File: src/rtl/url_qsd_pkg.sv
// Shared types, character codes and decode helpers for the query splitter.
package url_qsd_pkg;

    // Result kinds
    localparam logic [1:0] KIND_KEY        = 2'd0;
    localparam logic [1:0] KIND_VALUE      = 2'd1;
    localparam logic [1:0] KIND_PAIR_END   = 2'd2;
    localparam logic [1:0] KIND_TARGET_END = 2'd3;

    // Parser phases
    localparam logic [1:0] PH_PRE   = 2'd0;
    localparam logic [1:0] PH_KEY   = 2'd1;
    localparam logic [1:0] PH_VALUE = 2'd2;

    // Escape hold states
    localparam logic [1:0] HOLD_NONE = 2'd0;
    localparam logic [1:0] HOLD_PCT  = 2'd1;
    localparam logic [1:0] HOLD_BYTE = 2'd2;

    // Characters of interest
    localparam logic [7:0] CH_QMARK = 8'h3F;
    localparam logic [7:0] CH_AMP   = 8'h26;
    localparam logic [7:0] CH_EQ    = 8'h3D;
    localparam logic [7:0] CH_PLUS  = 8'h2B;
    localparam logic [7:0] CH_MINUS = 8'h2D;
    localparam logic [7:0] CH_PCT   = 8'h25;
    localparam logic [7:0] CH_SPACE = 8'h20;
    localparam logic [7:0] CH_ZERO  = 8'h30;
    localparam logic [7:0] CH_LA    = 8'h61;
    localparam logic [7:0] CH_UA    = 8'h41;

    localparam int HEX_BASE_LOG2 = 4;

    // Most results one input byte can cause
    localparam int RES_MAX = 4;
    localparam int RES_IW  = $clog2(RES_MAX);
    localparam int RES_CW  = $clog2(RES_MAX + 1);

    // Results of one input byte, in order
    typedef struct packed {
        logic [RES_CW-1:0]             cnt;
        logic [RES_MAX-1:0][1:0]       kind;
        logic [RES_MAX-1:0][7:0]       data;
    } bundle_t;

    // Map '+' to a space
    function automatic logic [7:0] plain_char(input logic [7:0] b);
        return (b == CH_PLUS) ? CH_SPACE : b;
    endfunction

    function automatic logic is_space(input logic [7:0] c);
        return (c == CH_SPACE) || (c >= 8'd9 && c <= 8'd13);
    endfunction

    // Hex digit value; bit 4 flags a valid digit
    function automatic logic [4:0] hex_digit(input logic [7:0] c);
        logic [7:0] t;
        t = 8'd0;
        if (c inside {[8'h30:8'h39]})
        begin
            t = c - CH_ZERO;
            return {1'b1, t[3:0]};
        end
        if (c inside {[8'h61:8'h66]})
        begin
            t = c - CH_LA + 8'd10;
            return {1'b1, t[3:0]};
        end
        if (c inside {[8'h41:8'h46]})
        begin
            t = c - CH_UA + 8'd10;
            return {1'b1, t[3:0]};
        end
        return 5'd0;
    endfunction

    // Read two characters as a base-16 number: leading space, sign, digits
    function automatic logic [7:0] hex_decode(input logic [7:0] c0, input logic [7:0] c1);
        logic [1:0][7:0] c;
        logic [7:0]      val;
        logic            neg;
        logic            lead;
        logic            stop;
        logic [4:0]      h;
        c    = {c1, c0};
        val  = 8'd0;
        neg  = 1'b0;
        lead = 1'b1;
        stop = 1'b0;
        for (int j = 0; j < 2; j++)
        begin
            h = hex_digit(c[j]);
            if (!stop)
            begin
                if (lead)
                begin
                    if (!is_space(c[j]))
                    begin
                        lead = 1'b0;
                        if (c[j] == CH_PLUS || c[j] == CH_MINUS)
                        begin
                            neg = (c[j] == CH_MINUS);
                        end
                        else if (h[4])
                        begin
                            val = {val[7-HEX_BASE_LOG2:0], h[3:0]};
                        end
                        else
                        begin
                            stop = 1'b1;
                        end
                    end
                end
                else if (h[4])
                begin
                    val = {val[7-HEX_BASE_LOG2:0], h[3:0]};
                end
                else
                begin
                    stop = 1'b1;
                end
            end
        end
        return neg ? (8'd0 - val) : val;
    endfunction

endpackage

File: src/rtl/url_qsd_front.sv
// Front end: parses each byte and forms the bundle of results it causes.
module url_qsd_front (
    input  logic                clk,
    input  logic                rst_n,
    input  logic                accept,
    input  logic [7:0]          byte_req,
    input  logic                final_req,
    output url_qsd_pkg::bundle_t bundle
);

    logic [1:0] phase_reg, phase_next;
    logic [1:0] held_count_reg, held_count_next;
    logic [7:0] held_byte_reg, held_byte_next;
    logic       pair_open_reg, pair_open_next;
    logic       boundary;
    logic       consumed;
    logic [1:0] dkind;
    url_qsd_pkg::bundle_t bun;

    // Append one result if room is left
    function automatic url_qsd_pkg::bundle_t push(input url_qsd_pkg::bundle_t b,
                                                  input logic [1:0] k,
                                                  input logic [7:0] d);
        url_qsd_pkg::bundle_t r;
        r = b;
        if (r.cnt < url_qsd_pkg::RES_CW'(url_qsd_pkg::RES_MAX))
        begin
            r.kind[r.cnt[url_qsd_pkg::RES_IW-1:0]] = k;
            r.data[r.cnt[url_qsd_pkg::RES_IW-1:0]] = d;
            r.cnt = r.cnt + 1'b1;
        end
        return r;
    endfunction

    // Parse the byte against the current state
    always_comb
    begin
        phase_next      = phase_reg;
        held_count_next = held_count_reg;
        held_byte_next  = held_byte_reg;
        pair_open_next  = pair_open_reg;
        bun             = '0;
        consumed        = 1'b0;
        boundary        = (byte_req == url_qsd_pkg::CH_AMP) ||
                          (phase_reg == url_qsd_pkg::PH_KEY &&
                           byte_req == url_qsd_pkg::CH_EQ);
        dkind           = (phase_reg == url_qsd_pkg::PH_VALUE) ?
                          url_qsd_pkg::KIND_VALUE : url_qsd_pkg::KIND_KEY;

        if (phase_reg == url_qsd_pkg::PH_PRE)
        begin
            if (byte_req == url_qsd_pkg::CH_QMARK)
            begin
                phase_next = url_qsd_pkg::PH_KEY;
            end
        end
        else
        begin
            // Resolve a pending escape first
            if (held_count_reg != url_qsd_pkg::HOLD_NONE)
            begin
                if (boundary)
                begin
                    bun = push(bun, dkind, url_qsd_pkg::CH_PCT);
                    if (held_count_reg == url_qsd_pkg::HOLD_BYTE)
                    begin
                        bun = push(bun, dkind, url_qsd_pkg::plain_char(held_byte_reg));
                    end
                    held_count_next = url_qsd_pkg::HOLD_NONE;
                    held_byte_next  = 8'd0;
                end
                else if (held_count_reg == url_qsd_pkg::HOLD_PCT)
                begin
                    held_byte_next  = byte_req;
                    held_count_next = url_qsd_pkg::HOLD_BYTE;
                    consumed        = 1'b1;
                end
                else
                begin
                    bun = push(bun, dkind, url_qsd_pkg::hex_decode(held_byte_reg, byte_req));
                    held_count_next = url_qsd_pkg::HOLD_NONE;
                    held_byte_next  = 8'd0;
                    consumed        = 1'b1;
                end
            end
            // Ordinary byte handling
            if (!consumed)
            begin
                if (byte_req == url_qsd_pkg::CH_AMP)
                begin
                    if (pair_open_reg)
                    begin
                        bun = push(bun, url_qsd_pkg::KIND_PAIR_END, 8'd0);
                    end
                    pair_open_next = 1'b0;
                    phase_next     = url_qsd_pkg::PH_KEY;
                end
                else if (byte_req == url_qsd_pkg::CH_EQ &&
                         phase_reg == url_qsd_pkg::PH_KEY)
                begin
                    phase_next     = url_qsd_pkg::PH_VALUE;
                    pair_open_next = 1'b1;
                end
                else if (byte_req == url_qsd_pkg::CH_PCT)
                begin
                    held_count_next = url_qsd_pkg::HOLD_PCT;
                    pair_open_next  = 1'b1;
                end
                else
                begin
                    bun = push(bun, dkind, url_qsd_pkg::plain_char(byte_req));
                    pair_open_next = 1'b1;
                end
            end
        end

        // Close out the target on the final byte
        if (final_req)
        begin
            dkind = (phase_next == url_qsd_pkg::PH_VALUE) ?
                    url_qsd_pkg::KIND_VALUE : url_qsd_pkg::KIND_KEY;
            if (held_count_next != url_qsd_pkg::HOLD_NONE)
            begin
                bun = push(bun, dkind, url_qsd_pkg::CH_PCT);
                if (held_count_next == url_qsd_pkg::HOLD_BYTE)
                begin
                    bun = push(bun, dkind, url_qsd_pkg::plain_char(held_byte_next));
                end
            end
            if (pair_open_next)
            begin
                bun = push(bun, url_qsd_pkg::KIND_PAIR_END, 8'd0);
            end
            bun = push(bun, url_qsd_pkg::KIND_TARGET_END, 8'd0);
            phase_next      = url_qsd_pkg::PH_PRE;
            held_count_next = url_qsd_pkg::HOLD_NONE;
            held_byte_next  = 8'd0;
            pair_open_next  = 1'b0;
        end
    end

    assign bundle = bun;

    // Advance parser state on each transfer
    always_ff @(posedge clk or negedge rst_n)
    begin
        if (!rst_n)
        begin
            phase_reg      <= url_qsd_pkg::PH_PRE;
            held_count_reg <= url_qsd_pkg::HOLD_NONE;
            held_byte_reg  <= 8'd0;
            pair_open_reg  <= 1'b0;
        end
        else if (accept)
        begin
            phase_reg      <= phase_next;
            held_count_reg <= held_count_next;
            held_byte_reg  <= held_byte_next;
            pair_open_reg  <= pair_open_next;
        end
    end

endmodule

File: src/rtl/url_qsd_queue.sv
// Two-entry bundle queue between the parser and the result serializer.
module url_qsd_queue (
    input  logic                 clk,
    input  logic                 rst_n,
    input  logic                 push,
    input  url_qsd_pkg::bundle_t push_data,
    input  logic                 pop,
    output logic                 full,
    output logic                 head_valid,
    output url_qsd_pkg::bundle_t head
);

    url_qsd_pkg::bundle_t mem_reg [2];
    logic       wr_ptr_reg, wr_ptr_next;
    logic       rd_ptr_reg, rd_ptr_next;
    logic [1:0] count_reg, count_next;

    assign full       = (count_reg == 2'd2);
    assign head_valid = (count_reg != 2'd0);
    assign head       = mem_reg[rd_ptr_reg];

    // Update pointers and occupancy
    always_comb
    begin
        wr_ptr_next = push ? ~wr_ptr_reg : wr_ptr_reg;
        rd_ptr_next = pop  ? ~rd_ptr_reg : rd_ptr_reg;
        count_next  = count_reg + {1'b0, push} - {1'b0, pop};
    end

    always_ff @(posedge clk or negedge rst_n)
    begin
        if (!rst_n)
        begin
            wr_ptr_reg <= 1'b0;
            rd_ptr_reg <= 1'b0;
            count_reg  <= 2'd0;
        end
        else
        begin
            wr_ptr_reg <= wr_ptr_next;
            rd_ptr_reg <= rd_ptr_next;
            count_reg  <= count_next;
        end
    end

    // Store bundle payload
    always_ff @(posedge clk)
    begin
        if (push)
        begin
            mem_reg[wr_ptr_reg] <= push_data;
        end
    end

endmodule

File: src/rtl/url_qsd_back.sv
// Back end: walks the head bundle one result per cycle into the output register while stall is low.
module url_qsd_back (
    input  logic                 clk,
    input  logic                 rst_n,
    input  logic                 head_valid,
    input  url_qsd_pkg::bundle_t head,
    output logic                 pop,
    output logic                 valid,
    input  logic                 stall,
    output logic [1:0]           kind,
    output logic [7:0]           data,
    output logic                 last
);

    logic                           valid_reg;
    logic [1:0]                     kind_reg;
    logic [7:0]                     data_reg;
    logic                           last_reg;
    logic [url_qsd_pkg::RES_IW-1:0] idx_reg, idx_next;
    logic                           load;
    logic                           at_end;

    // Load a result when the output register is free or draining
    always_comb
    begin
        load     = head_valid && (!valid_reg || !stall);
        at_end   = ({1'b0, idx_reg} + 1'b1) == head.cnt;
        pop      = load && at_end;
        idx_next = idx_reg;
        if (load)
        begin
            idx_next = at_end ? '0 : idx_reg + 1'b1;
        end
    end

    always_ff @(posedge clk or negedge rst_n)
    begin
        if (!rst_n)
        begin
            valid_reg <= 1'b0;
            idx_reg   <= '0;
        end
        else
        begin
            idx_reg <= idx_next;
            if (load)
            begin
                valid_reg <= 1'b1;
            end
            else if (!stall)
            begin
                valid_reg <= 1'b0;
            end
        end
    end

    // Hold payload while stalled
    always_ff @(posedge clk)
    begin
        if (load)
        begin
            kind_reg <= head.kind[idx_reg];
            data_reg <= head.data[idx_reg];
            last_reg <= at_end;
        end
    end

    assign valid = valid_reg;
    assign kind  = kind_reg;
    assign data  = data_reg;
    assign last  = last_reg;

endmodule

File: src/rtl/url_qsd_core.sv
// Top level of the query-string splitter and percent decoder.
//
// One request-target byte transfers per cycle while req_stall is low; the parser
// resolves it in the same cycle and queues the one to four results it causes in
// a two-entry queue (a byte that causes none leaves nothing there). Results
// leave one per cycle from a registered output while res_stall is low, the
// first of them after the byte's transfer via the queue entry and the output
// register. The input sustains one byte per cycle while res_stall is low and
// bytes average at most one result; req_stall rises while both queue entries
// hold bundles, so the two-entry queue sets how long a burst can build.
module url_query_split_and_decode_core (
    input  logic       clk,
    input  logic       rst_n,
    input  logic       req_valid,
    output logic       req_stall,
    input  logic [7:0] byte_req,
    input  logic       final_req,
    output logic       res_valid,
    input  logic       res_stall,
    output logic [1:0] kind,
    output logic [7:0] data,
    output logic       last
);

    url_qsd_pkg::bundle_t bundle;
    url_qsd_pkg::bundle_t head;
    logic accept;
    logic full;
    logic head_valid;
    logic pop;
    logic push;

    assign req_stall = full;
    assign accept    = req_valid && !full;
    assign push      = accept && (bundle.cnt != '0);

    url_qsd_front u_front (
        .clk       (clk),
        .rst_n     (rst_n),
        .accept    (accept),
        .byte_req  (byte_req),
        .final_req (final_req),
        .bundle    (bundle)
    );

    url_qsd_queue u_queue (
        .clk        (clk),
        .rst_n      (rst_n),
        .push       (push),
        .push_data  (bundle),
        .pop        (pop),
        .full       (full),
        .head_valid (head_valid),
        .head       (head)
    );

    url_qsd_back u_back (
        .clk        (clk),
        .rst_n      (rst_n),
        .head_valid (head_valid),
        .head       (head),
        .pop        (pop),
        .valid      (res_valid),
        .stall      (res_stall),
        .kind       (kind),
        .data       (data),
        .last       (last)
    );

endmodule

File: config.mk
export PLATFORM = sky130hd
export DESIGN_NAME = url_query_split_and_decode_core
export DESIGN_NICKNAME = d
export VERILOG_FILES = /design/src/rtl/url_qsd_pkg.sv /design/src/rtl/url_qsd_front.sv /design/src/rtl/url_qsd_queue.sv /design/src/rtl/url_qsd_back.sv /design/src/rtl/url_qsd_core.sv
export SDC_FILE = /design/constraint.sdc
export NUM_CORES = 1
export LEC_CHECK = 0
export ABC_AREA = 1
export BUFFER_PORTS_ARGS = -buffer_cell sky130_fd_sc_hd__buf_2
export CAP_MARGIN = 20
export CORE_AREA = 2 2 110 112
export DETAILED_ROUTE_END_ITERATION = 12
export DIE_AREA = 0 0 112 114
export PLACE_DENSITY_LB_ADDON = 0.08
export SETUP_SLACK_MARGIN = 0.5
export SYNTH_ARGS = -nofsm -noshare
export SYNTH_HDL_FRONTEND = slang
export SYNTH_SLANG_ARGS = --single-unit
File: constraint.sdc
create_clock -name clk -period 7.75 [get_ports clk]
set_clock_uncertainty 0.1 [all_clocks]
set_input_delay 0 -clock clk [delete_from_list [all_inputs] [get_ports clk]]
set_output_delay 0 -clock clk [all_outputs]
set_load 0.1 [all_outputs]
# [Word-level counts from Yosys, hierarchy flattened]
# Memories as Yosys holds them, arrays and structs flattened.
# Index checks and enable logic that the tools add are counted.
[word_totals] reg_bits=31 ramBits=86 inputBits=13 out_inout_bits=13 elab_cells=338 mem_count=1
[op_classes] add_sub_neg=21 order_cmp=35 n_eq_ne=20 muxes=198 bitwise=18 n_reduce_logical=33
[memory_table] name="u_queue.mem_reg" depth=2 word_bits=43 read_ports=1 rd_clocked_by_memory_dff=0 write_ports=1 line_no="url_qsd_queue.sv:13" source="url_qsd_pkg::bundle_t mem_reg [2];"
[op_table] cell="43-bit two-way mux" n=25
[op_table] cell="8-bit two-way mux" n=30
[op_table] cell="5-bit two-way mux" n=20
[op_table] cell="32-bit AND" n=3
[op_table] cell="32-bit bitwise mux" n=3
[op_table] cell="8-bit demux with 2-bit select" n=6
[op_table] cell="32-bit inverter" n=3
[op_table] cell="8-bit by 6-bit equality test with 1-bit output, second input constant" n=11
[op_table] cell="1-bit two-way mux" n=71
[op_table] cell="2-bit two-way mux" n=26
[op_table] cell="41-bit two-way mux" n=1
[op_table] cell="8-bit bitwise mux" n=4
[op_table] cell="8-bit by 7-bit greater-or-equal comparator with 1-bit output, second input constant" n=4
[op_table] cell="8-bit by 7-bit less-or-equal comparator with 1-bit output, second input constant" n=4
[op_table] cell="2-bit demux with 2-bit select" n=6
[op_table] cell="4-bit by 1-bit subtractor with 4-bit output, second input constant" n=6
[op_table] cell="2-bit by 3-bit < comparator with 1-bit output, second input constant" n=7
[op_table] cell="20-bit AND" n=1
[op_table] cell="20-bit inverter" n=1
[op_table] cell="1-bit logical AND" n=19
[op_table] cell="3-bit by 1-bit adder with 3-bit output, second input constant" n=6
[op_table] cell="3-bit < comparator, second input constant" n=6
[op_table] cell="4-bit adder, second input constant" n=4
[op_table] cell="8-bit binary-select mux with 2-bit select" n=1
[op_table] cell="28 further kinds" n=57

# [Depth between registers and ports, before layout]
# Gate-level depths: netlist (run 1).
[depth] word_depth=93 ltp_mapped=39 ltp_nobuf=39

# [Cells and area by module]
# Synthesis (run 1) repeated with hierarchy kept, for this count alone.
[hier_totals] cells_unflattened=923 hier_area_um2=7529.7
[modules_own_cells] module="url_qsd_queue" n_inst=1 cells_per_inst=249 area_per_inst_um2=3390.8 seq_area_each_um2=2682.6
[modules_own_cells] module="url_qsd_front" n_inst=1 cells_per_inst=570 area_per_inst_um2=3278.1 seq_area_each_um2=325.3
[modules_own_cells] module="url_qsd_back" n_inst=1 cells_per_inst=98 area_per_inst_um2=830.8 seq_area_each_um2=405.4
[modules_own_cells] module="url_query_split_and_decode_core" n_inst=1 cells_per_inst=6 area_per_inst_um2=30.0 seq_area_each_um2=0.0

# [Worst setup path after synthesis (run 1)]
# No wires, ideal clock.
[synth_timing] kind="register to register" from="reg u_front.phase_reg[0]" to="mem u_queue.mem_reg[1][0] (netlist bit), enable pin" setup_time_ps=444 arrival_time_ps=5992 t_required_ps=7206 setup_slack_ps=1214 stages_incl_launch_ff=35 n_path_buf=1 period_less_slack_ps=6536 cell_sequence="dfrtp_1 > inv_1 > nor2_1 > nand3_4 > nand2_4 > inv_4 > nand2_2 > nand2_1 > ha_1 > or2_0 > nand2_1 > inv_1 > nand2_1 > nand2_1 > nand2_2 > ha_1 > clkbuf_1 > ha_1 > o21ai_0 > nand3_1 > nand3_1 > nand2_1 > ha_1 > nand3b_1 > nand2_1 > inv_1 > ha_1 > nand3_1 > nand2_1 > clkinv_1 > nand2_1 > a21oi_1 > nand2_2 > nand2_2 > nor2_1"
[synth_via] elab_chain_cells=33 elab_cells_between_ends=55 cone_classes="add/sub: 5; order compare: 5; eq/ne: 2; mux: 37; reduce/logical: 6"
[synth_rtl] item="start, declared" line_no="url_qsd_front.sv:11" source="logic [1:0] phase_reg, phase_next;"
[synth_rtl] item="start signal, assigned" line_no="url_qsd_front.sv:149" source="phase_reg <= url_qsd_pkg::PH_PRE;"
[synth_rtl] item="start signal, assigned" line_no="url_qsd_front.sv:156" source="phase_reg <= phase_next;"
[synth_rtl] item="2-bit by 1-bit equality test with 1-bit output" line_no="url_qsd_front.sv:45, url_qsd_front.sv:99"
[synth_rtl] item="1-bit logical AND" line_no="url_qsd_front.sv:45, url_qsd_front.sv:98"
[synth_rtl] item="1-bit logical OR" line_no="url_qsd_front.sv:44" source="boundary = (byte_req == url_qsd_pkg::CH_AMP) ||"
[synth_rtl] item="43-bit two-way mux" line_no="url_qsd_front.sv:62" source="if (boundary)"
[synth_rtl] item="43-bit two-way mux" line_no="url_qsd_front.sv:60" source="if (held_count_reg != url_qsd_pkg::HOLD_NONE)"
[synth_rtl] item="43-bit two-way mux" line_no="url_qsd_front.sv:50" source="if (phase_reg == url_qsd_pkg::PH_PRE)"
[synth_rtl] item="3-bit by 1-bit adder with 3-bit output or 3-bit < comparator (tied branches)" line_no="url_qsd_front.sv:30, url_qsd_front.sv:26"
[synth_rtl] item="43-bit two-way mux" line_no="url_qsd_front.sv:26" source="if (r.cnt < url_qsd_pkg::RES_CW'(url_qsd_pkg::RES_MAX))"
[synth_rtl] item="[17 not listed]"
[synth_rtl] item="43-bit two-way mux" line_no="url_qsd_front.sv:118" source="if (final_req)"
[synth_rtl] item="3-bit by 1-bit adder with 3-bit output or 3-bit < comparator (tied branches)" line_no="url_qsd_front.sv:30, url_qsd_front.sv:26"
[synth_rtl] item="43-bit two-way mux" line_no="url_qsd_front.sv:26"
[synth_rtl] item="43-bit two-way mux *" line_no="url_qsd_front.sv:118"
[synth_rtl] item="3-bit nonzero test *" line_no="url_qsd_core.sv:35" source="assign push = accept && (bundle.cnt != '0);"
[synth_rtl] item="1-bit logical AND *" line_no="url_qsd_core.sv:35"
[synth_rtl] item="1-bit two-way mux *" line_no="url_qsd_queue.sv:49" source="if (push)"
[synth_rtl] item="1-bit two-way mux (implied by the code) *" line_no="url_qsd_queue.sv:51" source="mem_reg[wr_ptr_reg] <= push_data;"
[synth_rtl] item="end, declared" line_no="url_qsd_queue.sv:13"
# Mark *: on every way between the ends. The rest lies on a longest branch, timed or not. The select of a mux whose other input is x is not followed.

# [Final worst setup path (run 1)]
[layout_timing] from="reg u_front.phase_reg[0]" to="mem u_queue.mem_reg[0][11] (netlist bit), enable pin"
# Same word-level chain as after synthesis.

==> results of run 1 <==
## cell usage after synthesis, types with 2 or more instances
library cell,n,area [µm²]
sky130_fd_sc_hd__o31ai_1,5,37.54
sky130_fd_sc_hd__nor3_1,6,30.03
sky130_fd_sc_hd__inv_1,100,375.4
sky130_fd_sc_hd__o22ai_1,28,175.2
sky130_fd_sc_hd__a21oi_1,28,140.1
sky130_fd_sc_hd__nand3_1,61,305.3
sky130_fd_sc_hd__ha_1,29,362.9
sky130_fd_sc_hd__nor2_1,138,518.0
sky130_fd_sc_hd__nand2_1,151,566.8
sky130_fd_sc_hd__inv_2,10,37.54
sky130_fd_sc_hd__edfxtp_1,97,2913
sky130_fd_sc_hd__nand2_4,7,78.83
sky130_fd_sc_hd__o21ai_0,73,365.4
sky130_fd_sc_hd__a211oi_1,3,22.52
sky130_fd_sc_hd__clkinv_1,2,7.510
sky130_fd_sc_hd__o21ai_1,3,15.01
sky130_fd_sc_hd__nor2_4,4,45.04
sky130_fd_sc_hd__nand3_2,2,20.02
sky130_fd_sc_hd__a221oi_1,2,17.52
sky130_fd_sc_hd__nor4_1,2,12.51
sky130_fd_sc_hd__xor2_1,3,26.28
sky130_fd_sc_hd__dfrtp_1,20,500.5
sky130_fd_sc_hd__nand2_2,22,137.6
sky130_fd_sc_hd__nor2_2,4,25.02
sky130_fd_sc_hd__a31oi_1,12,75.07
sky130_fd_sc_hd__nand4_1,15,93.84
sky130_fd_sc_hd__nand3_4,2,35.03
sky130_fd_sc_hd__xnor2_1,4,35.03
sky130_fd_sc_hd__clkbuf_1,18,67.56
## power by group through the flow
stage          clock (mW)  sequential, mW  combinational [mW]
2_1_floorplan           0            1.13               0.437
3_3_place_gp            0           0.904               0.821
4_1_cts             0.762           0.898               0.855
3_5_place_dp            0           0.908               0.845
6_report            0.759           0.899               0.857
5_1_grt             0.794           0.910               0.927
## cell type report
class	instances	share of cell area
sequential	117	0.4261
clock inverter	10	0.01656
tap	147	0.02296
clock buffer	21	0.05498
multi-input combinational	614	0.4042
inverter	113	0.05326
timing repair buffer	31	0.02187
## cell usage in the layout (no fill, tap or decap), types with 2 or more instances in the layout
master / netlist / layout
sky130_fd_sc_hd__a211oi_1: 3 / 3
sky130_fd_sc_hd__a21oi_1: 28 / 28
sky130_fd_sc_hd__a221oi_1: 2 / 2
sky130_fd_sc_hd__a31oi_1: 12 / 12
sky130_fd_sc_hd__buf_2: 1 / 25
sky130_fd_sc_hd__buf_4: 0 / 4
sky130_fd_sc_hd__bufinv_16: 0 / 3
sky130_fd_sc_hd__clkbuf_1: 18 / 4
sky130_fd_sc_hd__clkbuf_16: 0 / 17
sky130_fd_sc_hd__clkinv_1: 2 / 3
sky130_fd_sc_hd__clkinv_2: 0 / 3
sky130_fd_sc_hd__clkinvlp_4: 0 / 2
sky130_fd_sc_hd__dfrtp_1: 20 / 20
sky130_fd_sc_hd__dlygate4sd3_1: 0 / 2
sky130_fd_sc_hd__edfxtp_1: 97 / 97
sky130_fd_sc_hd__ha_1: 29 / 29
sky130_fd_sc_hd__inv_1: 100 / 100
sky130_fd_sc_hd__inv_2: 10 / 10
sky130_fd_sc_hd__nand2_1: 151 / 151
sky130_fd_sc_hd__nand2_2: 22 / 22
sky130_fd_sc_hd__nand2_4: 7 / 7
sky130_fd_sc_hd__nand3_1: 61 / 61
sky130_fd_sc_hd__nand3_2: 2 / 2
sky130_fd_sc_hd__nand3_4: 2 / 2
sky130_fd_sc_hd__nand4_1: 15 / 15
sky130_fd_sc_hd__nor2_1: 138 / 137
sky130_fd_sc_hd__nor2_2: 4 / 4
sky130_fd_sc_hd__nor2_4: 4 / 5
sky130_fd_sc_hd__nor3_1: 6 / 6
sky130_fd_sc_hd__nor4_1: 2 / 2
sky130_fd_sc_hd__o21ai_0: 73 / 73
sky130_fd_sc_hd__o21ai_1: 3 / 3
sky130_fd_sc_hd__o22ai_1: 28 / 28
sky130_fd_sc_hd__o31ai_1: 5 / 5
sky130_fd_sc_hd__xnor2_1: 4 / 4
sky130_fd_sc_hd__xor2_1: 3 / 3
## per-layer routing
metal / wire [µm] / track usage
met5: 0 / 0
met4: 823 / 0.1577
met2: 9951 / 0.5471
met3: 1174 / 0.06482
met1: 7717 / 0.3763
## per-stage QoR
step | setup WS (ns) | hold slack (ns) | area, µm²
detailed placement | 1.531 | -0.07213 | 7417
global route | 1.156 | 0.07370 | 8010
floorplan | 1.214 | -0.3956 | 7154
global placement | 1.703 | -0.09631 | 7417
CTS | 1.666 | 0.02803 | 8010
finish | 1.628 | 0.02929 | 8010
## path summary, 6_finish.rpt
kind | start | endpoint | slack, ns | cells after the start
worst max-delay path | u_front.phase_reg[0]$_DFFE_PN0P_ | u_queue.mem_reg[0][11]$_DFFE_PP_ | 1.63 | 34
worst min-delay path | rst_n | u_front.held_count_reg[0]$_DFFE_PN0P_ | 0.03 | 2
worst max register to register | u_front.phase_reg[0]$_DFFE_PN0P_ | u_queue.mem_reg[0][11]$_DFFE_PP_ | 1.63 | 34
worst min register to register | u_queue.wr_ptr_reg$_DFFE_PN0P_ | u_queue.wr_ptr_reg$_DFFE_PN0P_ | 0.37 | 2
max in group asynchronous | rst_n | u_queue.wr_ptr_reg$_DFFE_PN0P_ | 7.11 | 2
min in group clk | final_req | u_queue.mem_reg[1][42]$_DFFE_PP_ | 0.05 | 3
## kinds of logic (layout without fill, tap and decap cells)
family                     after synthesis  in the layout  synth area share
and+or+nand+nor                        417            417            0.2648
adders and majority gates               29             29           0.05072
AOI/OAI and AO/OA                      161            161            0.1275
DFF                                    117            117            0.4771
buffers and inverters                  134            175           0.07135
xor gates and xnor gates                 7              7          0.008570
## worst reg2reg max path, delay by kind of cell, from the launching register on
family	cells	cell delay (ns)
simple gates	20	2.22
fa+ha+maj	5	1.47
buf+inv	7	1.38
flops	1	0.36
compound gates	2	0.24
## timing repair
item                                   CTS  global route
gates resized for setup                  0             0
endpoints found under the hold margin   21             0
hold buffers                             2             0
buffers inserted                         0             0
==> report_table.html, run 1 <==
<table>
<tr><th>Metric</th><th>Value</th></tr>
<tr><th colspan="2">Setup path</th></tr>
<tr><td>Worst path required time</td><td>approximately 7.7 ns</td></tr>
<tr><td>Slowest cell on the critical path</td><td>sky130_fd_sc_hd__inv_1</td></tr>
<tr><td>Max stage delay on crit path</td><td>roughly 0.62 ns</td></tr>
<tr><td>Crit path kind</td><td>register to register</td></tr>
<tr><td>Maximum fanout along the worst path</td><td>23</td></tr>
<tr><td>CP startpoint kind</td><td>register</td></tr>
<tr><td>Worst setup EP type</td><td>register</td></tr>
<tr><td>Arrival time of data at the critical path endpoint</td><td>approximately 6 ns</td></tr>
<tr><td>Cell family contributing the most delay on the critical path</td><td>simple AND/OR/NAND/NOR gates</td></tr>
<tr><td>Buffer and inverter count on the worst path</td><td>7</td></tr>
<tr><td>Top cell by count, worst path</td><td>sky130_fd_sc_hd__nand2_1</td></tr>
<tr><th colspan="2">Pwr</th></tr>
<tr><td>Power density cells</td><td>approximately 310 nW/µm²</td></tr>
<tr><td>Max rail drop VDD</td><td>0.4647 mV</td></tr>
<tr><td>Total Power Consumption</td><td>2.515 mW</td></tr>
<tr><td>Leakage component of the power</td><td>approximately 3.5 nW</td></tr>
<tr><td>Seq pwr share</td><td>0.357</td></tr>
<tr><td>Total net switching power</td><td>981.2 µW</td></tr>
<tr><td>Portion of total power attributed to the clock network</td><td>0.302</td></tr>
<tr><td>Internal portion of total power</td><td>approximately 1.5 mW</td></tr>
<tr><td>Part of the power in combinational logic</td><td>0.341</td></tr>
<tr><td>Switching share of power</td><td>0.3902</td></tr>
<tr><th colspan="2">Finish</th></tr>
<tr><td>Max reg flops</td><td>86</td></tr>
<tr><td>Diodes inserted</td><td>0</td></tr>
<tr><td>Area growth, synth to finish</td><td>11.96%</td></tr>
<tr><td>Multi-input gate area</td><td>around 3200 µm²</td></tr>
<tr><td>Post-layout net count</td><td>about 940</td></tr>
<tr><td>Register cell area after layout</td><td>between 3000 and 4000 µm²</td></tr>
<tr><td>Non-Filler Instances</td><td>1053</td></tr>
<tr><td>Final-layout fill cell count</td><td>951</td></tr>
<tr><td>Fraction of final layout cells with drive strength greater than 1</td><td>0.1225</td></tr>
<tr><td>End-of-flow core utilization</td><td>0.6840</td></tr>
<tr><th colspan="2">Synth</th></tr>
<tr><td>Sequential cell area fraction in the yosys report</td><td>0.4771</td></tr>
<tr><td>Gate count of the mapped netlist</td><td>865</td></tr>
<tr><td>Area of the mapped netlist</td><td>slightly above 7000 µm²</td></tr>
<tr><td>Most frequently used flop master after synthesis</td><td>sky130_fd_sc_hd__edfxtp_1</td></tr>
<tr><td>Synthesis warning total</td><td>0</td></tr>
<tr><td>Number of distinct library cells after synthesis</td><td>43</td></tr>
<tr><td>Synth async-reset ratio</td><td>0.1709</td></tr>
<tr><td>Post-Synthesis Net Count</td><td>~910</td></tr>
<tr><td>Register bit count reported by yosys</td><td>around 120</td></tr>
<tr><td>EDFF count, synth</td><td>just under 100</td></tr>
<tr><td>Mean cell area of the mapped netlist</td><td>roughly 8.3 µm²</td></tr>
<tr><th colspan="2">Global route</th></tr>
<tr><td>Pin count of the biggest net entering global routing</td><td>46</td></tr>
<tr><td>Number of global-route vias before repair</td><td>between 6000 and 7000</td></tr>
<tr><td>Global routing usage summed across all routing layers</td><td>0.3154</td></tr>
<tr><td>Antenna violations before repair</td><td>0</td></tr>
<tr><td>Residual overflow from global routing</td><td>0</td></tr>
<tr><td>Wire length of the first global-routing pass</td><td>slightly above 30000 µm</td></tr>
<tr><th colspan="2">Route</th></tr>
<tr><td>Number of design-rule violations left by the first detailed-router iteration</td><td>839</td></tr>
<tr><td>Detailed-route DRC error count</td><td>0</td></tr>
<tr><td>Detailed-route vias per instance</td><td>between 5 and 6</td></tr>
<tr><td>Final Routed Wirelength</td><td>19670 µm</td></tr>
<tr><td>Avg WL per Cell</td><td>around 19 µm</td></tr>
<tr><td>DR pass1 iterations</td><td>7</td></tr>
<tr><td>Total via count after detailed routing</td><td>around 6300</td></tr>
<tr><td>Post-detailed-route count of antenna-violating nets</td><td>0</td></tr>
<tr><th colspan="2">CTS</th></tr>
<tr><td>Number of buffers created by CTS</td><td>17</td></tr>
<tr><td>Skew-Pair Late Insertion Delay</td><td>about 0.41 ns</td></tr>
<tr><td>Cell at the root of the clock tree</td><td>sky130_fd_sc_hd__clkbuf_16</td></tr>
<tr><td>Clock-pin transition on the worst setup and hold timing paths</td><td>0.05 ns</td></tr>
<tr><td>Worst-case clock buffer depth</td><td>2</td></tr>
<tr><td>TritonCTS clock tree</td><td>built</td></tr>
<tr><td>Max H-tree Level</td><td>4</td></tr>
<tr><td>Num Clock Sinks</td><td>117</td></tr>
<tr><th colspan="2">Floorplanning</th></tr>
<tr><td>Standard-cell rows</td><td>40</td></tr>
<tr><td>Height of the die</td><td>~110 µm</td></tr>
<tr><td>Top-level I/O count</td><td>26</td></tr>
<tr><td>Area of the die</td><td>between 10000 and 15000 µm²</td></tr>
<tr><td>Die width</td><td>around 110 µm</td></tr>
<tr><td>Core region area</td><td>around 12000 µm²</td></tr>
<tr><td>Starting density of the core</td><td>0.6109</td></tr>
<tr><th colspan="2">Timing</th></tr>
<tr><td>Setup repair after global routing missed its margin</td><td>no</td></tr>
<tr><td>Period utilization</td><td>0.7899</td></tr>
<tr><td>Post-layout minimum cycle time</td><td>~6.1 ns</td></tr>
<tr><td>Final Hold Violating Endpoints</td><td>0</td></tr>
<tr><td>Worst slew pin tran</td><td>0.9007 ns</td></tr>
<tr><td>Sum Neg Setup Slack</td><td>0 ns</td></tr>
<tr><td>Maximum operating frequency</td><td>approximately 0.16 GHz</td></tr>
<tr><td>Worst relative slew slack</td><td>0.3981</td></tr>
<tr><td>Setup-violating endpoint count in the final report</td><td>0</td></tr>
<tr><td>Count of pins over their slew limit</td><td>0</td></tr>
<tr><th colspan="2">Placed design</th></tr>
<tr><td>Final HPWL DP</td><td>14480 µm</td></tr>
<tr><td>GPL Wtd Cong</td><td>approximately 0.96</td></tr>
<tr><td>Port Buffer Count</td><td>25</td></tr>
<tr><td>Instance count after placement with tap cells included</td><td>1020</td></tr>
<tr><th colspan="2">Hold path</th></tr>
<tr><td>HP Class</td><td>input port to async pin</td></tr>
<tr><th colspan="2">Status</th></tr>
<tr><td>Status</td><td>finished, final reports clean</td></tr>
<tr><th colspan="2">Flow run</th></tr>
<tr><td>Count of max-cap constraint violations</td><td>0</td></tr>
</table>
Power figures use the tool's default switching activity.
==> run 2: changes to the inputs <==
Clock period 7.75 ns to 5.91 ns, I/O delays scaled along.
==> run 2 against run 1 <==
Compared with the run above:
- clock power grew 21%
- flip-flop and latch count is the same
- maximum frequency grew 18%
- worst setup slack lost 0.91 ns
- critical path depth grew 1
- combinational power grew 42%
- largest cell class unchanged
==> report_table.html, run 2 (synthesis gave the netlist of run 1 again) <==
<table>
<tr><th>Metric</th><th>Value</th></tr>
<tr><th colspan="2">Status</th></tr>
<tr><td>Status</td><td>finished, final reports clean</td></tr>
<tr><th colspan="2">Timing</th></tr>
<tr><td>Setup repair after global routing missed its margin</td><td>no</td></tr>
<tr><td>Period utilization</td><td>0.8778</td></tr>
<tr><td>Setup-violating endpoint count in the final report</td><td>0</td></tr>
<tr><td>Worst relative slew slack</td><td>0.3972</td></tr>
<tr><td>Final Hold Violating Endpoints</td><td>0</td></tr>
<tr><td>Count of pins over their slew limit</td><td>0</td></tr>
<tr><td>Worst slew pin tran</td><td>0.9043 ns</td></tr>
<tr><td>Post-layout minimum cycle time</td><td>around 5.2 ns</td></tr>
<tr><td>Sum Neg Setup Slack</td><td>0 ns</td></tr>
<tr><td>Maximum operating frequency</td><td>between 0.15 and 0.2 GHz</td></tr>
<tr><th colspan="2">Setup path</th></tr>
<tr><td>FF-to-FF End</td><td>u_queue.mem_reg[0][42]$_DFFE_PP_</td></tr>
<tr><td>Max stage delay on crit path</td><td>0.34 ns</td></tr>
<tr><td>Worst setup EP type</td><td>register</td></tr>
<tr><td>Worst reg2reg setup slack</td><td>just over 0.7 ns</td></tr>
<tr><td>CP startpoint kind</td><td>register</td></tr>
<tr><td>Crit path kind</td><td>register to register</td></tr>
<tr><td>Depth of the most critical reg-to-reg path</td><td>35</td></tr>
<tr><td>Maximum fanout along the worst path</td><td>11</td></tr>
<tr><td>Worst path required time</td><td>between 5 and 6 ns</td></tr>
<tr><td>Startpoint of the worst-slack reg-to-reg timing path</td><td>u_front.phase_reg[0]$_DFFE_PN0P_</td></tr>
<tr><td>Slowest cell on the critical path</td><td>sky130_fd_sc_hd__dfrtp_1</td></tr>
<tr><td>Arrival time of data at the critical path endpoint</td><td>approximately 5.3 ns</td></tr>
<tr><td>Top cell by count, worst path</td><td>sky130_fd_sc_hd__nand2_2</td></tr>
<tr><th colspan="2">Floorplanning</th></tr>
<tr><td>Starting density of the core</td><td>0.6109</td></tr>
<tr><td>Area of the die</td><td>12770 µm²</td></tr>
<tr><td>Top-level I/O count</td><td>26</td></tr>
<tr><td>Standard-cell rows</td><td>40</td></tr>
<tr><td>Die width</td><td>between 100 and 150 µm</td></tr>
<tr><td>Height of the die</td><td>~110 µm</td></tr>
<tr><td>Core region area</td><td>about 12000 µm²</td></tr>
<tr><th colspan="2">Route</th></tr>
<tr><td>Detailed-route vias per instance</td><td>about 6</td></tr>
<tr><td>Number of design-rule violations left by the first detailed-router iteration</td><td>818</td></tr>
<tr><td>Final Routed Wirelength</td><td>20030 µm</td></tr>
<tr><td>Total via count after detailed routing</td><td>approximately 6400</td></tr>
<tr><td>Post-detailed-route count of antenna-violating nets</td><td>0</td></tr>
<tr><td>DR pass1 iterations</td><td>6</td></tr>
<tr><td>Detailed-route DRC error count</td><td>0</td></tr>
<tr><td>Avg WL per Cell</td><td>~19 µm</td></tr>
<tr><th colspan="2">Global route</th></tr>
<tr><td>Global routing usage summed across all routing layers</td><td>0.3090</td></tr>
<tr><td>Antenna violations before repair</td><td>0</td></tr>
<tr><td>Pin count of the biggest net entering global routing</td><td>46</td></tr>
<tr><td>Number of global-route vias before repair</td><td>~6000</td></tr>
<tr><td>Residual overflow from global routing</td><td>0</td></tr>
<tr><td>Wire length of the first global-routing pass</td><td>slightly above 30000 µm</td></tr>
<tr><th colspan="2">CTS</th></tr>
<tr><td>Skew-Pair Late Insertion Delay</td><td>approximately 0.42 ns</td></tr>
<tr><td>TritonCTS clock tree</td><td>built</td></tr>
<tr><td>Number of buffers created by CTS</td><td>17</td></tr>
<tr><td>Cell at the root of the clock tree</td><td>sky130_fd_sc_hd__clkbuf_16</td></tr>
<tr><td>Worst-case clock buffer depth</td><td>2</td></tr>
<tr><td>Num Clock Sinks</td><td>roughly 120</td></tr>
<tr><td>Max H-tree Level</td><td>4</td></tr>
<tr><td>Clock-pin transition on the worst setup and hold timing paths</td><td>around 0.050 ns</td></tr>
<tr><th colspan="2">Pwr</th></tr>
<tr><td>Power density cells</td><td>about 400 nW/µm²</td></tr>
<tr><td>Leakage component of the power</td><td>~3.6 nW</td></tr>
<tr><td>Max rail drop VDD</td><td>about 0.64 mV</td></tr>
<tr><th colspan="2">Placed design</th></tr>
<tr><td>Final HPWL DP</td><td>roughly 14000 µm</td></tr>
<tr><td>GPL Wtd Cong</td><td>0.9897</td></tr>
<tr><td>Port Buffer Count</td><td>25</td></tr>
<tr><td>Instance count after placement with tap cells included</td><td>about 1000</td></tr>
<tr><th colspan="2">Finish</th></tr>
<tr><td>Final-layout fill cell count</td><td>between 900 and 1000</td></tr>
<tr><td>Diodes inserted</td><td>0</td></tr>
<tr><td>Highest-count cells in the layout ignoring fill and taps</td><td>sky130_fd_sc_hd__nand2_1 (146), sky130_fd_sc_hd__nor2_1 (136), sky130_fd_sc_hd__inv_1 (99)</td></tr>
<tr><td>Max reg flops</td><td>86</td></tr>
<tr><td>Fraction of final layout cells with drive strength greater than 1</td><td>0.1486</td></tr>
<tr><td>Leading cell type in the layout, fill and taps excluded</td><td>sky130_fd_sc_hd__nand2_1</td></tr>
<tr><td>Area growth, synth to finish</td><td>15.48%</td></tr>
<tr><td>Non-Filler Instances</td><td>~1100</td></tr>
<tr><td>Multi-input gate area</td><td>roughly 3300 µm²</td></tr>
<tr><td>Register cell area after layout</td><td>between 3000 and 4000 µm²</td></tr>
<tr><td>Post-layout net count</td><td>between 900 and 1000</td></tr>
<tr><th colspan="2">Hold path</th></tr>
<tr><td>HP Class</td><td>input port to async pin</td></tr>
<tr><th colspan="2">Flow run</th></tr>
<tr><td>Count of max-cap constraint violations</td><td>0</td></tr>
</table>
-- run 2: metal layers --
layer | track usage | share of wire | vias to the layer above
li1 | - | - | 3030
met1 | 0.3978 | 0.39 | 2990
met2 | 0.5168 | 0.49 | 310
met3 | 0.06748 | 0.083 | 61
met4 | 0.1203 | 0.034 | 0
met5 | 0 | 0 | -
-- run 2: stage by stage --
step	hold slack [ns]	setup slack (ns)	power [mW]	instance area, µm²	utilization
6_report	0.004565	0.7221	3.321	8262	0.7054
5_1_grt	0.05209	0.4034	3.465	8262	0.7054
4_1_cts	0.01585	0.5228	3.241	8026	0.6854
3_5_place_dp	-0.08434	0.2860	2.338	7476	0.6384
3_3_place_gp	-0.09601	0.5426	2.281	7448	0.6360
2_1_floorplan	-0.3956	0.5290	2.056	7168	-
-- run 2: worst max path at each step --
stage	startpoint	depth (start not counted)	slack, ns	endpoint
2_1_floorplan	u_front.phase_reg[1]$_DFFE_PN0P_	33	0.53	u_queue.mem_reg[0][0]$_DFFE_PP_
3_3_place_gp	byte_req[1]	37	0.54	u_queue.mem_reg[0][4]$_DFFE_PP_
3_5_place_dp	byte_req[1]	39	0.29	u_queue.count_reg[1]$_DFF_PN0_
4_1_cts	u_front.phase_reg[0]$_DFFE_PN0P_	36	0.52	u_queue.count_reg[1]$_DFF_PN0_
5_1_grt	u_front.phase_reg[0]$_DFFE_PN0P_	35	0.40	u_queue.mem_reg[0][34]$_DFFE_PP_
6_report	u_front.phase_reg[0]$_DFFE_PN0P_	35	0.72	u_queue.mem_reg[0][42]$_DFFE_PP_
-- run 2: report_power, final --
group	switching, mW	total, mW	internal, mW
Combinational	0.907	1.22	0.317
Sequential	0.0718	1.18	1.11
Clock	0.353	0.920	0.567
-- run 2: what timing repair did --
| action | in CTS | in global routing |
|---|---|---|
| hold endpoints to repair | 21 | 0 |
| setup buffers | 0 | 10 |
| hold buffers | 2 | 0 |
| gates cloned | 0 | 4 |
| pin swaps | 0 | 8 |
| resized for setup | 1 | 16 |
| setup endpoints to repair | 1 | 106 |
-- run 2: cell type report --
class	instances	area share
Tap cell	147	0.02226
Sequential cell	117	0.4131
Inverter	113	0.05210
Multi-Input combinational cell	614	0.4019
Clock buffer	20	0.05285
Timing Repair Buffer	46	0.04695
Clock inverter	12	0.01075
-- run 2: worst max-delay path: cells and delay by family, from the launching register on --
family                   cells  cell delay [ns]
flip-flops                   1             0.34
AND/OR/NAND/NOR             20             2.11
buffers and inverters        8             0.77
adder cells (fa/ha/maj)      5             1.35
AO/OA/AOI/OAI                2             0.27
==> run 3: changes to the inputs <==
Settings changed: RECOVER_POWER set to 100.
==> run 3 against run 2 <==
Compared with the run above:
- the flow now finishes with violations (capacitance limit, slew limit)
- worst hold slack better by 0.048 ns
- highest routed layer unchanged
- combinational power about the same
- via count up 0.64%
- register-to-register slack worse by 0.13 ns
- final cell count unchanged
- first-iteration DRC count down 6.7%
- critical path type unchanged
- non-clock buffer count unchanged
- worst setup slack worse by 0.13 ns
- clock-buffer cell count unchanged
- sequential share of layout area up 0.42 points
- die area unchanged
- global-route usage unchanged
==> report_table.html, run 3 (synthesis gave the netlist of run 1 again) <==
<table>
<tr><th>Metric</th><th>Value</th></tr>
<tr><th colspan="2">Finish</th></tr>
<tr><td>Post-layout net count</td><td>about 950</td></tr>
<tr><td>Final-layout fill cell count</td><td>939</td></tr>
<tr><td>Max reg flops</td><td>86</td></tr>
<tr><td>Area growth, synth to finish</td><td>14.32%</td></tr>
<tr><td>Leading cell type in the layout, fill and taps excluded</td><td>sky130_fd_sc_hd__nand2_1</td></tr>
<tr><td>Fraction of final layout cells with drive strength greater than 1</td><td>0.1247</td></tr>
<tr><td>Highest-count cells in the layout ignoring fill and taps</td><td>sky130_fd_sc_hd__nand2_1 (147), sky130_fd_sc_hd__nor2_1 (137), sky130_fd_sc_hd__inv_1 (99)</td></tr>
<tr><td>Diodes inserted</td><td>0</td></tr>
<tr><th colspan="2">Timing</th></tr>
<tr><td>Count of pins over their slew limit</td><td>between 40 and 50</td></tr>
<tr><td>Post-layout minimum cycle time</td><td>between 5 and 6 ns</td></tr>
<tr><td>Maximum operating frequency</td><td>~0.19 GHz</td></tr>
<tr><td>Period utilization</td><td>0.9002</td></tr>
<tr><td>Setup repair after global routing missed its margin</td><td>no</td></tr>
<tr><td>Sum Neg Setup Slack</td><td>0 ns</td></tr>
<tr><td>Final Hold Violating Endpoints</td><td>0</td></tr>
<tr><td>Setup-violating endpoint count in the final report</td><td>0</td></tr>
<tr><td>Worst slew pin tran</td><td>about 2 ns</td></tr>
<tr><td>Worst Hold Margin</td><td>approximately 0.053 ns</td></tr>
<tr><td>Worst relative slew slack</td><td>-0.3484</td></tr>
<tr><th colspan="2">Setup path</th></tr>
<tr><td>Maximum fanout along the worst path</td><td>11</td></tr>
<tr><td>Top cell by count, worst path</td><td>sky130_fd_sc_hd__nand2_2</td></tr>
<tr><td>Depth of the most critical reg-to-reg path</td><td>35</td></tr>
<tr><td>CP startpoint kind</td><td>register</td></tr>
<tr><td>Worst reg2reg setup slack</td><td>between 0.5 and 0.6 ns</td></tr>
<tr><td>FF-to-FF End</td><td>u_queue.mem_reg[0][40]$_DFFE_PP_</td></tr>
<tr><td>Max stage delay on crit path</td><td>between 0.3 and 0.4 ns</td></tr>
<tr><td>Worst path required time</td><td>5.99 ns</td></tr>
<tr><td>Crit path kind</td><td>register to register</td></tr>
<tr><td>Slowest cell on the critical path</td><td>sky130_fd_sc_hd__dfrtp_1</td></tr>
<tr><td>Worst setup EP type</td><td>register</td></tr>
<tr><td>Arrival time of data at the critical path endpoint</td><td>5.40 ns</td></tr>
<tr><td>Startpoint of the worst-slack reg-to-reg timing path</td><td>u_front.phase_reg[0]$_DFFE_PN0P_</td></tr>
<tr><th colspan="2">Pwr</th></tr>
<tr><td>Leakage component of the power</td><td>3.514 nW</td></tr>
<tr><td>Power density cells</td><td>between 400 and 500 nW/µm²</td></tr>
<tr><td>Max rail drop VDD</td><td>about 0.61 mV</td></tr>
<tr><th colspan="2">Route</th></tr>
<tr><td>Total via count after detailed routing</td><td>roughly 6400</td></tr>
<tr><td>Post-Route M1 WL</td><td>between 7000 and 8000 µm</td></tr>
<tr><td>WL met2</td><td>9812 µm</td></tr>
<tr><td>Top layer reached by signal wires</td><td>met4</td></tr>
<tr><td>Avg WL per Cell</td><td>roughly 19 µm</td></tr>
<tr><td>Final Routed Wirelength</td><td>roughly 20000 µm</td></tr>
<tr><td>DR pass1 iterations</td><td>6</td></tr>
<tr><td>Met3 WL</td><td>around 1700 µm</td></tr>
<tr><td>Number of design-rule violations left by the first detailed-router iteration</td><td>approximately 760</td></tr>
<tr><td>Post-detailed-route count of antenna-violating nets</td><td>0</td></tr>
<tr><td>Detailed-route vias per instance</td><td>between 6 and 7</td></tr>
<tr><td>Detailed-route DRC error count</td><td>0</td></tr>
<tr><th colspan="2">Global route</th></tr>
<tr><td>Residual overflow from global routing</td><td>0</td></tr>
<tr><td>Global routing usage summed across all routing layers</td><td>0.3090</td></tr>
<tr><td>Number of global-route vias before repair</td><td>6012</td></tr>
<tr><td>Antenna violations before repair</td><td>0</td></tr>
<tr><td>Wire length of the first global-routing pass</td><td>between 30000 and 40000 µm</td></tr>
<tr><td>Pin count of the biggest net entering global routing</td><td>between 40 and 50</td></tr>
<tr><th colspan="2">CTS</th></tr>
<tr><td>Skew-Pair Late Insertion Delay</td><td>roughly 0.42 ns</td></tr>
<tr><td>Cell at the root of the clock tree</td><td>sky130_fd_sc_hd__clkbuf_16</td></tr>
<tr><td>Number of buffers created by CTS</td><td>17</td></tr>
<tr><td>Num Clock Sinks</td><td>~120</td></tr>
<tr><td>Max H-tree Level</td><td>4</td></tr>
<tr><td>TritonCTS clock tree</td><td>built</td></tr>
<tr><td>Worst-case clock buffer depth</td><td>2</td></tr>
<tr><td>Clock-pin transition on the worst setup and hold timing paths</td><td>roughly 0.050 ns</td></tr>
<tr><th colspan="2">Floorplanning</th></tr>
<tr><td>Core region area</td><td>around 12000 µm²</td></tr>
<tr><td>Top-level I/O count</td><td>26</td></tr>
<tr><td>Area of the die</td><td>approximately 13000 µm²</td></tr>
<tr><td>Starting density of the core</td><td>0.6109</td></tr>
<tr><td>Standard-cell rows</td><td>40</td></tr>
<tr><td>Height of the die</td><td>between 100 and 150 µm</td></tr>
<tr><td>Die width</td><td>roughly 110 µm</td></tr>
<tr><th colspan="2">Placed design</th></tr>
<tr><td>Final HPWL DP</td><td>13860 µm</td></tr>
<tr><td>GPL Wtd Cong</td><td>0.9897</td></tr>
<tr><td>Port Buffer Count</td><td>25</td></tr>
<tr><th colspan="2">Status</th></tr>
<tr><td>Status</td><td>finished, violations left</td></tr>
<tr><td>Violations in the final reports</td><td>capacitance limit, slew limit</td></tr>
<tr><th colspan="2">Hold path</th></tr>
<tr><td>Hold Path End</td><td>u_queue.mem_reg[1][40]$_DFFE_PP_</td></tr>
<tr><td>Hold path start</td><td>final_req</td></tr>
<tr><td>Hold Path Stages</td><td>4</td></tr>
<tr><td>HP Class</td><td>input port to register</td></tr>
<tr><th colspan="2">Flow run</th></tr>
<tr><td>Count of max-cap constraint violations</td><td>1</td></tr>
</table>
run 3: layout make-up:
cell class                      count  area, µm²  share of cell area
Clock buffer                       20      436.7             0.05339
Multi-Input combinational cell    614       3287              0.4019
Clock inverter                     12      88.84             0.01086
Timing Repair Buffer               46      339.1             0.04146
Tap cell                          147      183.9             0.02249
Sequential cell                   117       3413              0.4173
Inverter                          113      430.4             0.05262
run 3: what timing repair did:
item,4_1_cts,5_1_grt
gates resized for setup,1,16
gates cloned,0,4
endpoints found under the setup margin,1,106
hold buffers,2,0
buffers inserted,0,10
pin swaps,0,8
endpoints found under the hold margin,21,0
run 3: routing by layer:
metal / vias up / GRT usage
met1: 3001 / 0.3978
li1: 3027 / -
met3: 62 / 0.06748
met2: 342 / 0.5168
met4: 0 / 0.1203
met5: - / 0
run 3: worst max-delay path by stage:
stage	start	to	slack [ns]
after floorplan	u_front.phase_reg[1]$_DFFE_PN0P_	u_queue.mem_reg[0][0]$_DFFE_PP_	0.53
after global placement	byte_req[1]	u_queue.mem_reg[0][4]$_DFFE_PP_	0.54
after detailed placement	byte_req[1]	u_queue.count_reg[1]$_DFF_PN0_	0.29
after CTS	u_front.phase_reg[0]$_DFFE_PN0P_	u_queue.count_reg[1]$_DFF_PN0_	0.52
after global routing	u_front.phase_reg[0]$_DFFE_PN0P_	u_queue.mem_reg[0][34]$_DFFE_PP_	0.22
final	u_front.phase_reg[0]$_DFFE_PN0P_	u_queue.mem_reg[0][40]$_DFFE_PP_	0.59
run 3: metrics by stage:
stage,power [mW],std cells,util,setup WS (ns),area (µm²)
after floorplan,2.056,865,-,0.5290,7168
final,3.288,1069,0.6984,0.5895,8179
after global routing,3.431,1069,0.6984,0.2206,8179
after global placement,2.281,1020,0.6360,0.5426,7448
after CTS,3.241,1055,0.6854,0.5228,8026
after detailed placement,2.338,1021,0.6384,0.2860,7476
run 3: where the power goes:
group / leakage (nW) / switching (mW) / internal [mW]
clock: 0.255 / 0.353 / 0.567
combinational: 2.08 / 0.905 / 0.285
sequential: 1.18 / 0.0728 / 1.11
run 3: critical path, delay by kind of cell (launching register included):
kind | cells | cell delay [ns]
and+or+nand+nor | 20 | 2.24
adders and majority gates | 5 | 1.35
DFF | 1 | 0.34
AOI/OAI and AO/OA | 2 | 0.27
buffers and inverters | 8 | 0.77
